==> src/rtl/assert_macros.svh <==
// assertion macros for the read provenance ring
// no dependencies; define NO_ASSERTIONS to compile them out
`ifndef ASSERT_MACROS_SVH
`define ASSERT_MACROS_SVH
`ifndef NO_ASSERTIONS
`define RPR_ASSERT_IMP(lbl, clk, rst_n, a, c) \
	lbl: assert property (@(posedge clk) disable iff (!rst_n) (a) |-> (c)) \
		else $error("assertion failed");
`define RPR_ASSERT_NXT(lbl, clk, rst_n, a, c) \
	lbl: assert property (@(posedge clk) disable iff (!rst_n) (a) |=> (c)) \
		else $error("assertion failed");
`else
`define RPR_ASSERT_IMP(lbl, clk, rst_n, a, c)
`define RPR_ASSERT_NXT(lbl, clk, rst_n, a, c)
`endif
`endif

==> src/rtl/rpr_pkg.sv <==
// shared constants, types and helpers of the read provenance ring
// no dependencies
`default_nettype none
package rpr_pkg;
	localparam int SLOTS = 4;
	localparam int ENTRIES = 512;
	localparam int SLOT_W = (SLOTS > 1) ? $clog2(SLOTS) : 1;
	localparam int ADDR_W = 32;
	localparam int ENTRY_W = 10;
	localparam int FENTRY_W = 9;
	localparam int IN_TDATA_W = 112;
	localparam int OUT_TDATA_W = 48;
	localparam logic REQ_RECORD = 1'b0;
	localparam logic REQ_QUERY = 1'b1;

	typedef logic [SLOT_W-1:0] slot_idx_t;

	typedef struct packed {
		logic write_slot;
		logic load_query;
		logic step;
		logic out_load;
		logic out_found;
	} rpr_cmd_t;

	typedef struct packed {
		logic q_null;
		logic hit;
		logic last;
	} rpr_status_t;

	function automatic slot_idx_t slot_inc(input slot_idx_t i);
		slot_idx_t r;
		if (32'(i) == SLOTS - 1) r = '0;
		else r = i + slot_idx_t'(1);
		return r;
	endfunction

	function automatic slot_idx_t slot_dec(input slot_idx_t i);
		slot_idx_t r;
		if (i == '0) r = slot_idx_t'(SLOTS - 1);
		else r = i - slot_idx_t'(1);
		return r;
	endfunction
endpackage
`default_nettype wire

==> src/rtl/read_provenance_ring.sv <==
// read provenance ring: a record beat, or a query with null address or zero length,
// gives its result beat in the next cycle; any other query scans the slots newest
// first, one slot per cycle through the shared containment compare, until a hit
// or all SLOTS slots are seen. a new beat is taken only in idle, once the previous
// result beat has been handed off, so no beat is taken while a query scans.
// arst_n clears all slots to empty, the ring head to slot 0 and the output valid.
`default_nettype none
`include "assert_macros.svh"
module read_provenance_ring (
	input  wire logic                               clk,
	input  wire logic                               arst_n,
	input  wire logic                               s_tvalid,
	output logic                                    s_tready,
	// buffer_address, byte_length, file_offset, file_entry, zero pad
	input  wire logic [rpr_pkg::IN_TDATA_W-1:0]     s_tdata,
	// req_type
	input  wire logic                               s_tuser,
	output logic                                    m_tvalid,
	input  wire logic                               m_tready,
	// found_entry, found_offset, zero pad
	output logic [rpr_pkg::OUT_TDATA_W-1:0]         m_tdata,
	// found
	output logic                                    m_tuser
);
	rpr_pkg::rpr_cmd_t    cmd;
	rpr_pkg::rpr_status_t st;

	rpr_ctrl u_ctrl (
		.clk       (clk),
		.arst_n    (arst_n),
		.in_valid  (s_tvalid),
		.in_ready  (s_tready),
		.in_kind   (s_tuser),
		.out_valid (m_tvalid),
		.out_ready (m_tready),
		.cmd       (cmd),
		.st        (st)
	);

	rpr_datapath u_dp (
		.clk       (clk),
		.arst_n    (arst_n),
		.cmd       (cmd),
		.st        (st),
		.in_data   (s_tdata),
		.out_data  (m_tdata),
		.out_found (m_tuser)
	);

	`RPR_ASSERT_IMP(a_accept_out_free, clk, arst_n, s_tvalid && s_tready, !m_tvalid || m_tready)
	`RPR_ASSERT_NXT(a_record_result, clk, arst_n,
		s_tvalid && s_tready && (s_tuser == rpr_pkg::REQ_RECORD), m_tvalid && !m_tuser)
	`RPR_ASSERT_IMP(a_miss_zero, clk, arst_n, m_tvalid && !m_tuser, m_tdata == '0)
endmodule
`default_nettype wire

==> src/rtl/rpr_datapath.sv <==
// slot registers, ring pointers, one-slot-per-cycle containment check, output register
// depends on rpr_pkg
`default_nettype none
module rpr_datapath (
	input  wire logic                              clk,
	input  wire logic                              arst_n,
	input  wire rpr_pkg::rpr_cmd_t                 cmd,
	output rpr_pkg::rpr_status_t                   st,
	input  wire logic [rpr_pkg::IN_TDATA_W-1:0]    in_data,
	output logic [rpr_pkg::OUT_TDATA_W-1:0]        out_data,
	output logic                                   out_found
);
	logic [rpr_pkg::ADDR_W-1:0]   addr;
	logic [rpr_pkg::ADDR_W-1:0]   len;
	logic [rpr_pkg::ADDR_W-1:0]   foff;
	logic [rpr_pkg::ENTRY_W-1:0]  ent;
	logic                         ent_ok;
	logic                         rec_ok;

	logic                         valid_q [rpr_pkg::SLOTS];
	logic [rpr_pkg::ADDR_W-1:0]   start_q [rpr_pkg::SLOTS];
	logic [rpr_pkg::ADDR_W:0]     end_q   [rpr_pkg::SLOTS];
	logic [rpr_pkg::ADDR_W-1:0]   base_q  [rpr_pkg::SLOTS];
	logic [rpr_pkg::FENTRY_W-1:0] entry_q [rpr_pkg::SLOTS];
	rpr_pkg::slot_idx_t           head_q;
	rpr_pkg::slot_idx_t           ptr_q;

	logic [rpr_pkg::ADDR_W-1:0]   qaddr_q;
	logic [rpr_pkg::ADDR_W:0]     qend_q;
	logic [rpr_pkg::FENTRY_W-1:0] oentry_q;
	logic [rpr_pkg::ADDR_W-1:0]   ooff_q;
	logic                         ofound_q;

	assign addr = in_data[31:0];
	assign len  = in_data[63:32];
	assign foff = in_data[95:64];
	assign ent  = in_data[105:96];
	assign ent_ok = !ent[rpr_pkg::ENTRY_W-1] &&
		(32'(ent[rpr_pkg::FENTRY_W-1:0]) < 32'(rpr_pkg::ENTRIES));
	assign rec_ok = (addr != '0) && (len != '0);

	assign st.q_null = (addr == '0) || (len == '0);
	assign st.hit = valid_q[ptr_q] && (qaddr_q >= start_q[ptr_q]) && (qend_q <= end_q[ptr_q]);
	assign st.last = (ptr_q == head_q);

	always_ff @(posedge clk or negedge arst_n) begin
		if (!arst_n) begin
			for (int i = 0; i < rpr_pkg::SLOTS; i++) valid_q[i] <= 1'b0;
			head_q <= '0;
		end else if (cmd.write_slot && rec_ok) begin
			valid_q[head_q] <= ent_ok;
			head_q <= rpr_pkg::slot_inc(head_q);
		end
	end

	always_ff @(posedge clk) begin
		if (cmd.write_slot && rec_ok) begin
			start_q[head_q] <= addr;
			end_q[head_q]   <= {1'b0, addr} + {1'b0, len};
			base_q[head_q]  <= foff - addr;
			entry_q[head_q] <= ent[rpr_pkg::FENTRY_W-1:0];
		end
		if (cmd.load_query) begin
			qaddr_q <= addr;
			qend_q  <= {1'b0, addr} + {1'b0, len};
			ptr_q   <= rpr_pkg::slot_dec(head_q);
		end else if (cmd.step) begin
			ptr_q <= rpr_pkg::slot_dec(ptr_q);
		end
	end

	always_ff @(posedge clk or negedge arst_n) begin
		if (!arst_n) begin
			ofound_q <= 1'b0;
			oentry_q <= '0;
			ooff_q   <= '0;
		end else if (cmd.out_load) begin
			ofound_q <= cmd.out_found;
			oentry_q <= cmd.out_found ? entry_q[ptr_q] : '0;
			ooff_q   <= cmd.out_found ? (base_q[ptr_q] + qaddr_q) : '0;
		end
	end

	assign out_data = {7'b0, ooff_q, oentry_q};
	assign out_found = ofound_q;
endmodule
`default_nettype wire

==> src/rtl/rpr_ctrl.sv <==
// controller: accepts beats, runs the newest-first slot scan, holds result valid
// depends on rpr_pkg
`default_nettype none
module rpr_ctrl (
	input  wire logic                 clk,
	input  wire logic                 arst_n,
	input  wire logic                 in_valid,
	output logic                      in_ready,
	input  wire logic                 in_kind,
	output logic                      out_valid,
	input  wire logic                 out_ready,
	output rpr_pkg::rpr_cmd_t         cmd,
	input  wire rpr_pkg::rpr_status_t st
);
	typedef enum logic {IDLE, SCAN} state_t;
	state_t state_q;
	logic   accept;
	logic   done;

	assign in_ready = (state_q == IDLE) && (!out_valid || out_ready);
	assign accept = in_valid && in_ready;
	assign done = (state_q == SCAN) && (st.hit || st.last);

	always_comb begin
		cmd = '0;
		case (state_q)
			IDLE: begin
				if (accept) begin
					if (in_kind == rpr_pkg::REQ_RECORD) begin
						cmd.write_slot = 1'b1;
						cmd.out_load = 1'b1;
					end else if (st.q_null) begin
						cmd.out_load = 1'b1;
					end else begin
						cmd.load_query = 1'b1;
					end
				end
			end
			SCAN: begin
				if (done) begin
					cmd.out_load = 1'b1;
					cmd.out_found = st.hit;
				end else begin
					cmd.step = 1'b1;
				end
			end
			default: cmd = '0;
		endcase
	end

	always_ff @(posedge clk or negedge arst_n) begin
		if (!arst_n) begin
			state_q <= IDLE;
			out_valid <= 1'b0;
		end else begin
			case (state_q)
				IDLE: if (cmd.load_query) state_q <= SCAN;
				SCAN: if (done) state_q <= IDLE;
				default: state_q <= IDLE;
			endcase
			if (cmd.out_load) out_valid <= 1'b1;
			else if (out_ready) out_valid <= 1'b0;
		end
	end
endmodule
`default_nettype wire
==> config.mk <==
export PLATFORM = sky130hd
export DESIGN_NAME = read_provenance_ring
export DESIGN_NICKNAME = d
export VERILOG_FILES = /design/src/rtl/rpr_pkg.sv /design/src/rtl/read_provenance_ring.sv /design/src/rtl/rpr_datapath.sv /design/src/rtl/rpr_ctrl.sv
export VERILOG_INCLUDE_DIRS = /design/src /design/src/rtl
export SDC_FILE = /design/constraint.sdc
export NUM_CORES = 1
export LEC_CHECK = 0
export BUFFER_PORTS_ARGS = -buffer_cell sky130_fd_sc_hd__buf_4
export CORE_ASPECT_RATIO = 0.75
export CORE_UTILIZATION = 41
export CTS_BUF_LIST = sky130_fd_sc_hd__clkbuf_4
export CTS_CLUSTER_DIAMETER = 100
export DETAILED_ROUTE_END_ITERATION = 7
export PLACE_DENSITY = 0.6
export SYNTH_ARGS = -nofsm -noshare
export SYNTH_HDL_FRONTEND = slang
export SYNTH_SLANG_ARGS = --single-unit
==> constraint.sdc <==
create_clock -name clk -period 6.8 [get_ports clk]
set_input_delay 0.34 -clock clk [delete_from_list [all_inputs] [get_ports clk]]
set_output_delay 0.34 -clock clk [all_outputs]
set_load 0.01 [all_outputs]
# [Word-level counts from Yosys, hierarchy flattened]
# Memories as Yosys holds them, arrays and structs flattened. A register that Yosys moved wholly into a read port is not among the register bits.
# Index checks and enable logic that the tools add are counted.
[classes] eq_ne=2 n_bitwise=3 n_mux=36 n_lt_le_gt_ge=5 n_reduce_logical=21 addsub=6
[ops] op="32-bit logical NOT" n=2
[ops] op="32-bit nonzero test" n=2
[ops] op="32-bit by 32-bit adder with 33-bit output" n=1
[ops] op="33-bit <= comparator" n=1
[ops] op="32-bit adder" n=1
[ops] op="32-bit >= comparator" n=1
[ops] op="32-bit 2-to-1 mux" n=1
[ops] op="32-bit subtractor" n=1
[ops] op="2-bit 2-to-1 mux" n=12
[ops] op="1-bit 2-to-1 mux" n=17
[ops] op="9-bit 2-to-1 mux" n=1
[ops] op="1-bit logical AND" n=8
[ops] op="3-bit >= comparator, second input constant" n=2
[ops] op="2-bit NOT with 3-bit output" n=2
[ops] op="4-bit bitwise mux" n=1
[ops] op="2-bit logical NOT" n=2
[ops] op="1-bit one-hot mux with 2 select lines" n=2
[ops] op="2-bit nonzero test" n=2
[ops] op="2-bit by 1-bit subtractor with 2-bit output, second input constant" n=2
[ops] op="1-bit logical OR" n=3
[ops] op="3-bit by 1-bit less-than comparator with 1-bit output, second input constant" n=1
[ops] op="2-bit by 1-bit adder with 2-bit output, second input constant" n=1
[ops] op="1-bit binary-select mux with 2-bit select" n=1
[ops] op="1-bit demux with 2-bit select" n=1
[ops] op="other kinds (4)" n=5
[totals] mem_bits_rw=424 memories=4 ff_bits=117 in_bits=117
[mem_list] name="u_dp.end_q" depth=4 word_bits=33 rd=1 rd_ports_with_merged_regs=1 write_ports=1 line="rpr_datapath.sv:22" rtl="logic [rpr_pkg::ADDR_W:0] end_q [rpr_pkg::SLOTS];"
[mem_list] name="u_dp.base_q" depth=4 word_bits=32 rd=1 rd_ports_with_merged_regs=1 write_ports=1 line="rpr_datapath.sv:23" rtl="logic [rpr_pkg::ADDR_W-1:0] base_q [rpr_pkg::SLOTS];"
[mem_list] name="u_dp.start_q" depth=4 word_bits=32 rd=1 rd_ports_with_merged_regs=1 write_ports=1 line="rpr_datapath.sv:21" rtl="logic [rpr_pkg::ADDR_W-1:0] start_q [rpr_pkg::SLOTS];"
[mem_list] name="u_dp.entry_q" depth=4 word_bits=9 rd=1 rd_ports_with_merged_regs=1 write_ports=1 line="rpr_datapath.sv:24" rtl="logic [rpr_pkg::FENTRY_W-1:0] entry_q [rpr_pkg::SLOTS];"

# [Logic depth before layout (Yosys ltp)]
[logic_depth] word_depth=13 mapped_depth=17 depth_no_buf=12

# [By module]
# Synthesis repeated with hierarchy kept, for this count alone.
[unflattened] cells_unflattened=1767 area_unflattened_um2=26027.5
[by_module_without_submodules] mod="rpr_datapath" cells_per_inst=1751 area_per_inst_um2=25852.3 n_inst=1
[by_module_without_submodules] mod="rpr_ctrl" cells_per_inst=16 area_per_inst_um2=175.2 n_inst=1

# [Least setup slack after synthesis]
# Ideal clock, no wire load.
[synth_timing] path_type="register to register" startpoint="reg u_ctrl.out_valid" endpoint="reg with a tool-made name" required_time_ns=6.677 n_path_buf=0 arrival_ns=6.468 stages_incl_launch_ff=7 period_less_slack_ns=6.591 path_slack_ns=0.209 path_cell_list="dfrtp_1 > nand2b_1 > nor2b_1 > nand2_1 > nor3_1 > a31oi_1 > mux2_2"
[synth_rtl] element="start, declared" line="rpr_ctrl.sv:10" rtl="output logic out_valid,"
[synth_rtl] element="start signal, assigned" line="rpr_ctrl.sv:54" rtl="out_valid <= 1'b0;"
[synth_rtl] element="start signal, assigned" line="rpr_ctrl.sv:61" rtl="if (cmd.out_load) out_valid <= 1'b1;"
[synth_rtl] element="start signal, assigned" line="rpr_ctrl.sv:62" rtl="else if (out_ready) out_valid <= 1'b0;"

==> summary.md <==
| Metric | Value |
|---|---|
| Status | `finished, final reports clean` |
| FF/Latch Area | `16000 um^2` |
| Clk network pwr share | `approximately a quarter` |
| Clk sink count | `543` |
| Worst skew pair latency | `0.93 ns` |
| Post-Syn Area | `25800 um^2` |
| Clk buf depth | `3` |
| Flops & latches, synth | `543` |
| Sequential share of power | `39.5%` |
| Share of layout cells above drive strength 1 | `23.3%` |
| Tmin final | `4.98 ns` |
| FMAX | `0.201 GHz` |
| Routed WL | `61400 um` |
| Nets | `2421` |
| Worst path required time | `around 7.6 ns` |
| Ports | `168` |
| Final Hold Vio Count | `0` |
| Core area | `62200 um^2` |
| Drt via density | `~5.4` |
| Die Ht | `approximately 220 um` |
| Antenna violations before repair | `2` |
| CTS buffer count | `between 100 and 150` |
| Max Cap Violations | `0` |
| Setup CP Type | `flip-flop to flip-flop` |
| Final period util | `between 70% and 80%` |
| Rows | `79` |
| # H-tree levels | `4` |
| WP data arrival | `5.81 ns` |
| Area delta synth->final | `19.6%` |
| Synth Instances | `around 1800` |
| Final Util | `49.7%` |
| RSZ-0062 raised after global routing | `false` |
| Psw | `between 3 and 4 mW` |
| CP Capture Type | `flip-flop` |
| Die Span X | `292 um` |
| Vias | `16294` |
| Post-CTS setup buffers | `0` |
| Post-placement cell count | `approximately 2700` |
| Async SR Flop Fraction | `9.21%` |
| Max VDD drop | `236 uV` |
| Pleak | `roughly 12 nW` |
| Ys Warns | `0` |
| Power share of the combinational group | `34.6%` |
| Cts hold-fix bufs | `109` |
| Clock skew | `0.0367 ns` |
| CTS tree | `done` |
| DP HPWL | `40600 um` |
| FILL cells | `5277` |
| Per-cell routed wire length | `approximately 20 um` |
| DRC violation count after routing | `0` |
| Hold WC Path Type | `input port to flip-flop` |
| Gp weighted congestion | `between 0.9 and 1` |
| Slew Limit Headroom | `between 20% and 30%` |
| Final ANT Viol Nets | `0` |
| Area of the multi-input gates | `roughly 9000 um^2` |
| Non-Filler Instances | `3038` |
| Initial cell density of the core | `41.6%` |
| Post-synth top flop | `edfxtp_1` |
| DIE AREA | `64100 um^2` |
| Sw Share | `about a third` |
| First-pass GRT wire length | `approximately 95000 um` |
| Power per Cell Area | `about 360 nW/um^2` |
| Synth cell types | `66` |
| Number of synthesized flops with an enable pin | `around 490` |
| First-pass DRT Iterations | `5` |
| Pin count of the biggest net entering global routing | `71` |
| Final Max Tran Viols | `0` |
| Worst-path maximum fanout | `47` |
| Grt total ovfl | `0` |
| Startpoint type of the worst setup path | `flip-flop` |
| Mean post-synth cell area | `14.7 um^2` |
| Count of final setup violators | `0` |
| CTS root buf | `clkbuf_4` |
| Vias in the first global route | `approximately 17000` |
| Worst-Margin Slew | `1.12 ns` |
| Register area share after synthesis | `just over 60%` |
| Clock Pin Slew Worst Setup and Hold Paths | `0.07 ns` |
| GRT Overall Usage | `19.8%` |
| Final setup TNS | `0 ns` |
| # resized after CTS | `0` |
| IO Port Bufs | `~150` |
| Pint | `7.43 mW` |
| DR iter-0 viols | `roughly 1000` |
==> synthesized netlist by cell type (4+ instances only) <==
master	instances	area (um^2)
o211ai_1	6	45.0
edfxtp_1	491	14700
a21oi_1	104	521
o21ai_1	5	25.0
a21o_1	40	300
a2111oi_0	4	35.0
xor2_1	33	289
buf_4	7	52.6
nand4_1	17	106
or3_1	6	37.5
o2111ai_1	4	35.0
o21bai_1	12	90.1
nor3_1	19	95.1
nor4_1	19	119
mux4_2	107	2410
a211oi_1	17	128
dfrtp_1	50	1250
buf_2	8	40.0
o211a_1	4	40.0
buf_1	12	45.0
a211o_1	5	43.8
o31ai_1	6	45.0
o22ai_1	4	25.0
nand3_1	57	285
nand2_1	62	233
and3_1	14	87.6
ha_1	164	2050
o21ai_0	95	475
a31oi_1	9	56.3
nand2b_1	15	93.8
xnor2_1	45	394
inv_1	136	510
clkbuf_1	24	90.1
nor2b_1	16	100
nor2_1	70	263
o21a_1	20	150
or2_2	7	43.8
==> metal layers <==
metal | up-vias | GRT usage, % | routed length [um]
met1 | 8116 | 26.4 | 28500
met2 | 427 | 31.4 | 28300
met5 | - | 0 | 0
li1 | 7665 | - | -
met3 | 86 | 3.93 | 3020
met4 | 0 | 8.93 | 1510
==> stage by stage <==
step	hold slack (ns)	worst slack, ns	cell area, um^2	power, mW
finish	0.147	1.82	30900	11.1
detailed placement	0.413	1.81	28000	8.25
global route	0.0637	1.50	30900	11.8
floorplan	0.0444	0.209	25900	7.10
global placement	0.407	1.91	28000	8.17
CTS	0.00112	1.78	30900	11.2
==> critical path, cell delays in order (launching register included) <==
cell and delay, ns:
dfxtp_4 0.76, buf_4 0.39, mux4_2 0.54, inv_1 0.07
ha_1 0.24, a21oi_1 0.16, nor2b_1 0.06, o21ai_0 0.23
a21oi_1 0.14, a2111oi_0 0.72, o21ai_0 0.29, a22o_2 0.56
buf_4 0.39, o31ai_1 0.27
==> cells by family after synthesis <==
family / Yosys count / share of synthesized area [%]
DFF: 543 / 62.0
AOI/OAI and AO/OA: 364 / 8.85
and+or+nand+nor: 311 / 5.92
buffers and inverters: 187 / 2.86
adders and majority gates: 167 / 8.17
muxes: 111 / 9.49
xor gates and xnor gates: 78 / 2.64
other: 1 / 0.0145
==> power groups by stage <==
stage | combinational, mW | clock, mW | sequential, mW
2_1_floorplan | 2.77 | 0 | 4.33
3_3_place_gp | 3.73 | 0 | 4.43
3_5_place_dp | 3.80 | 0 | 4.45
4_1_cts | 3.88 | 2.95 | 4.38
5_1_grt | 4.29 | 3.13 | 4.41
6_report | 3.83 | 2.86 | 4.37
==> cell type report <==
| type | count | area share (%) |
|---|---|---|
| Tap cell | 810 | 3.28 |
| Antenna cell | 2 | 0.0162 |
| Multi-Input combinational cell | 1038 | 29.5 |
| Clock buffer | 201 | 4.88 |
| Timing Repair Buffer | 278 | 7.81 |
| Clock inverter | 30 | 0.927 |
| Inverter | 136 | 1.65 |
| Sequential cell | 543 | 51.9 |
==> worst paths after layout <==
| check | startpoint | endpoint | slack (ns) | depth (start not counted) |
|---|---|---|---|---|
| min | s_tdata[82] | u_dp.base_q[3][18] | 0.15 | 3 |
| max reg2reg | flip-flop | u_dp.ooff_q[16] | 1.82 | 13 |
| min in group asynchronous | arst_n | u_dp.ooff_q[0] | 0.47 | 4 |
| max in group asynchronous | arst_n | u_dp.oentry_q[5] | 6.07 | 4 |
| max | flip-flop | u_dp.ooff_q[16] | 1.82 | 13 |
| min reg2reg | u_dp.out_found | u_dp.out_found | 0.50 | 2 |
==> registers in the layout, summed over array words and instances (netlist names), named ones only <==
| register | flops |
|---|---|
| u_dp.valid_q | 4 |
| u_dp.base_q | 128 |
| u_dp.entry_q | 36 |
| u_dp.ptr_q | 2 |
| u_dp.start_q | 128 |
| u_dp.end_q | 132 |
| u_dp.qaddr_q | 32 |
| u_dp.ooff_q | 32 |
| u_dp.out_found | 1 |
| u_dp.oentry_q | 9 |
| u_ctrl.state_q | 1 |
| u_dp.head_q | 2 |
| u_dp.qend_q | 33 |
| u_ctrl.out_valid | 1 |
==> cell usage in the layout, fill, tap and decap left out, drive strengths merged, types with 17 or more instances in the layout <==
master,netlist,layout
clkinv,0,18
nand2,62,62
a21o,40,40
xor2,33,33
buf,27,170
nand4,17,17
dfrtp,50,50
xnor2,45,45
nor4,19,19
clkbuf,24,201
a211oi,17,17
nor3,19,19
mux4,107,107
nand3,57,57
o21ai,100,100
nor2,70,70
edfxtp,491,491
inv,136,139
ha,164,164
o21a,20,20
dlygate4sd3,0,108
a21oi,104,104
No activity file was read; power rests on OpenSTA's default activity.
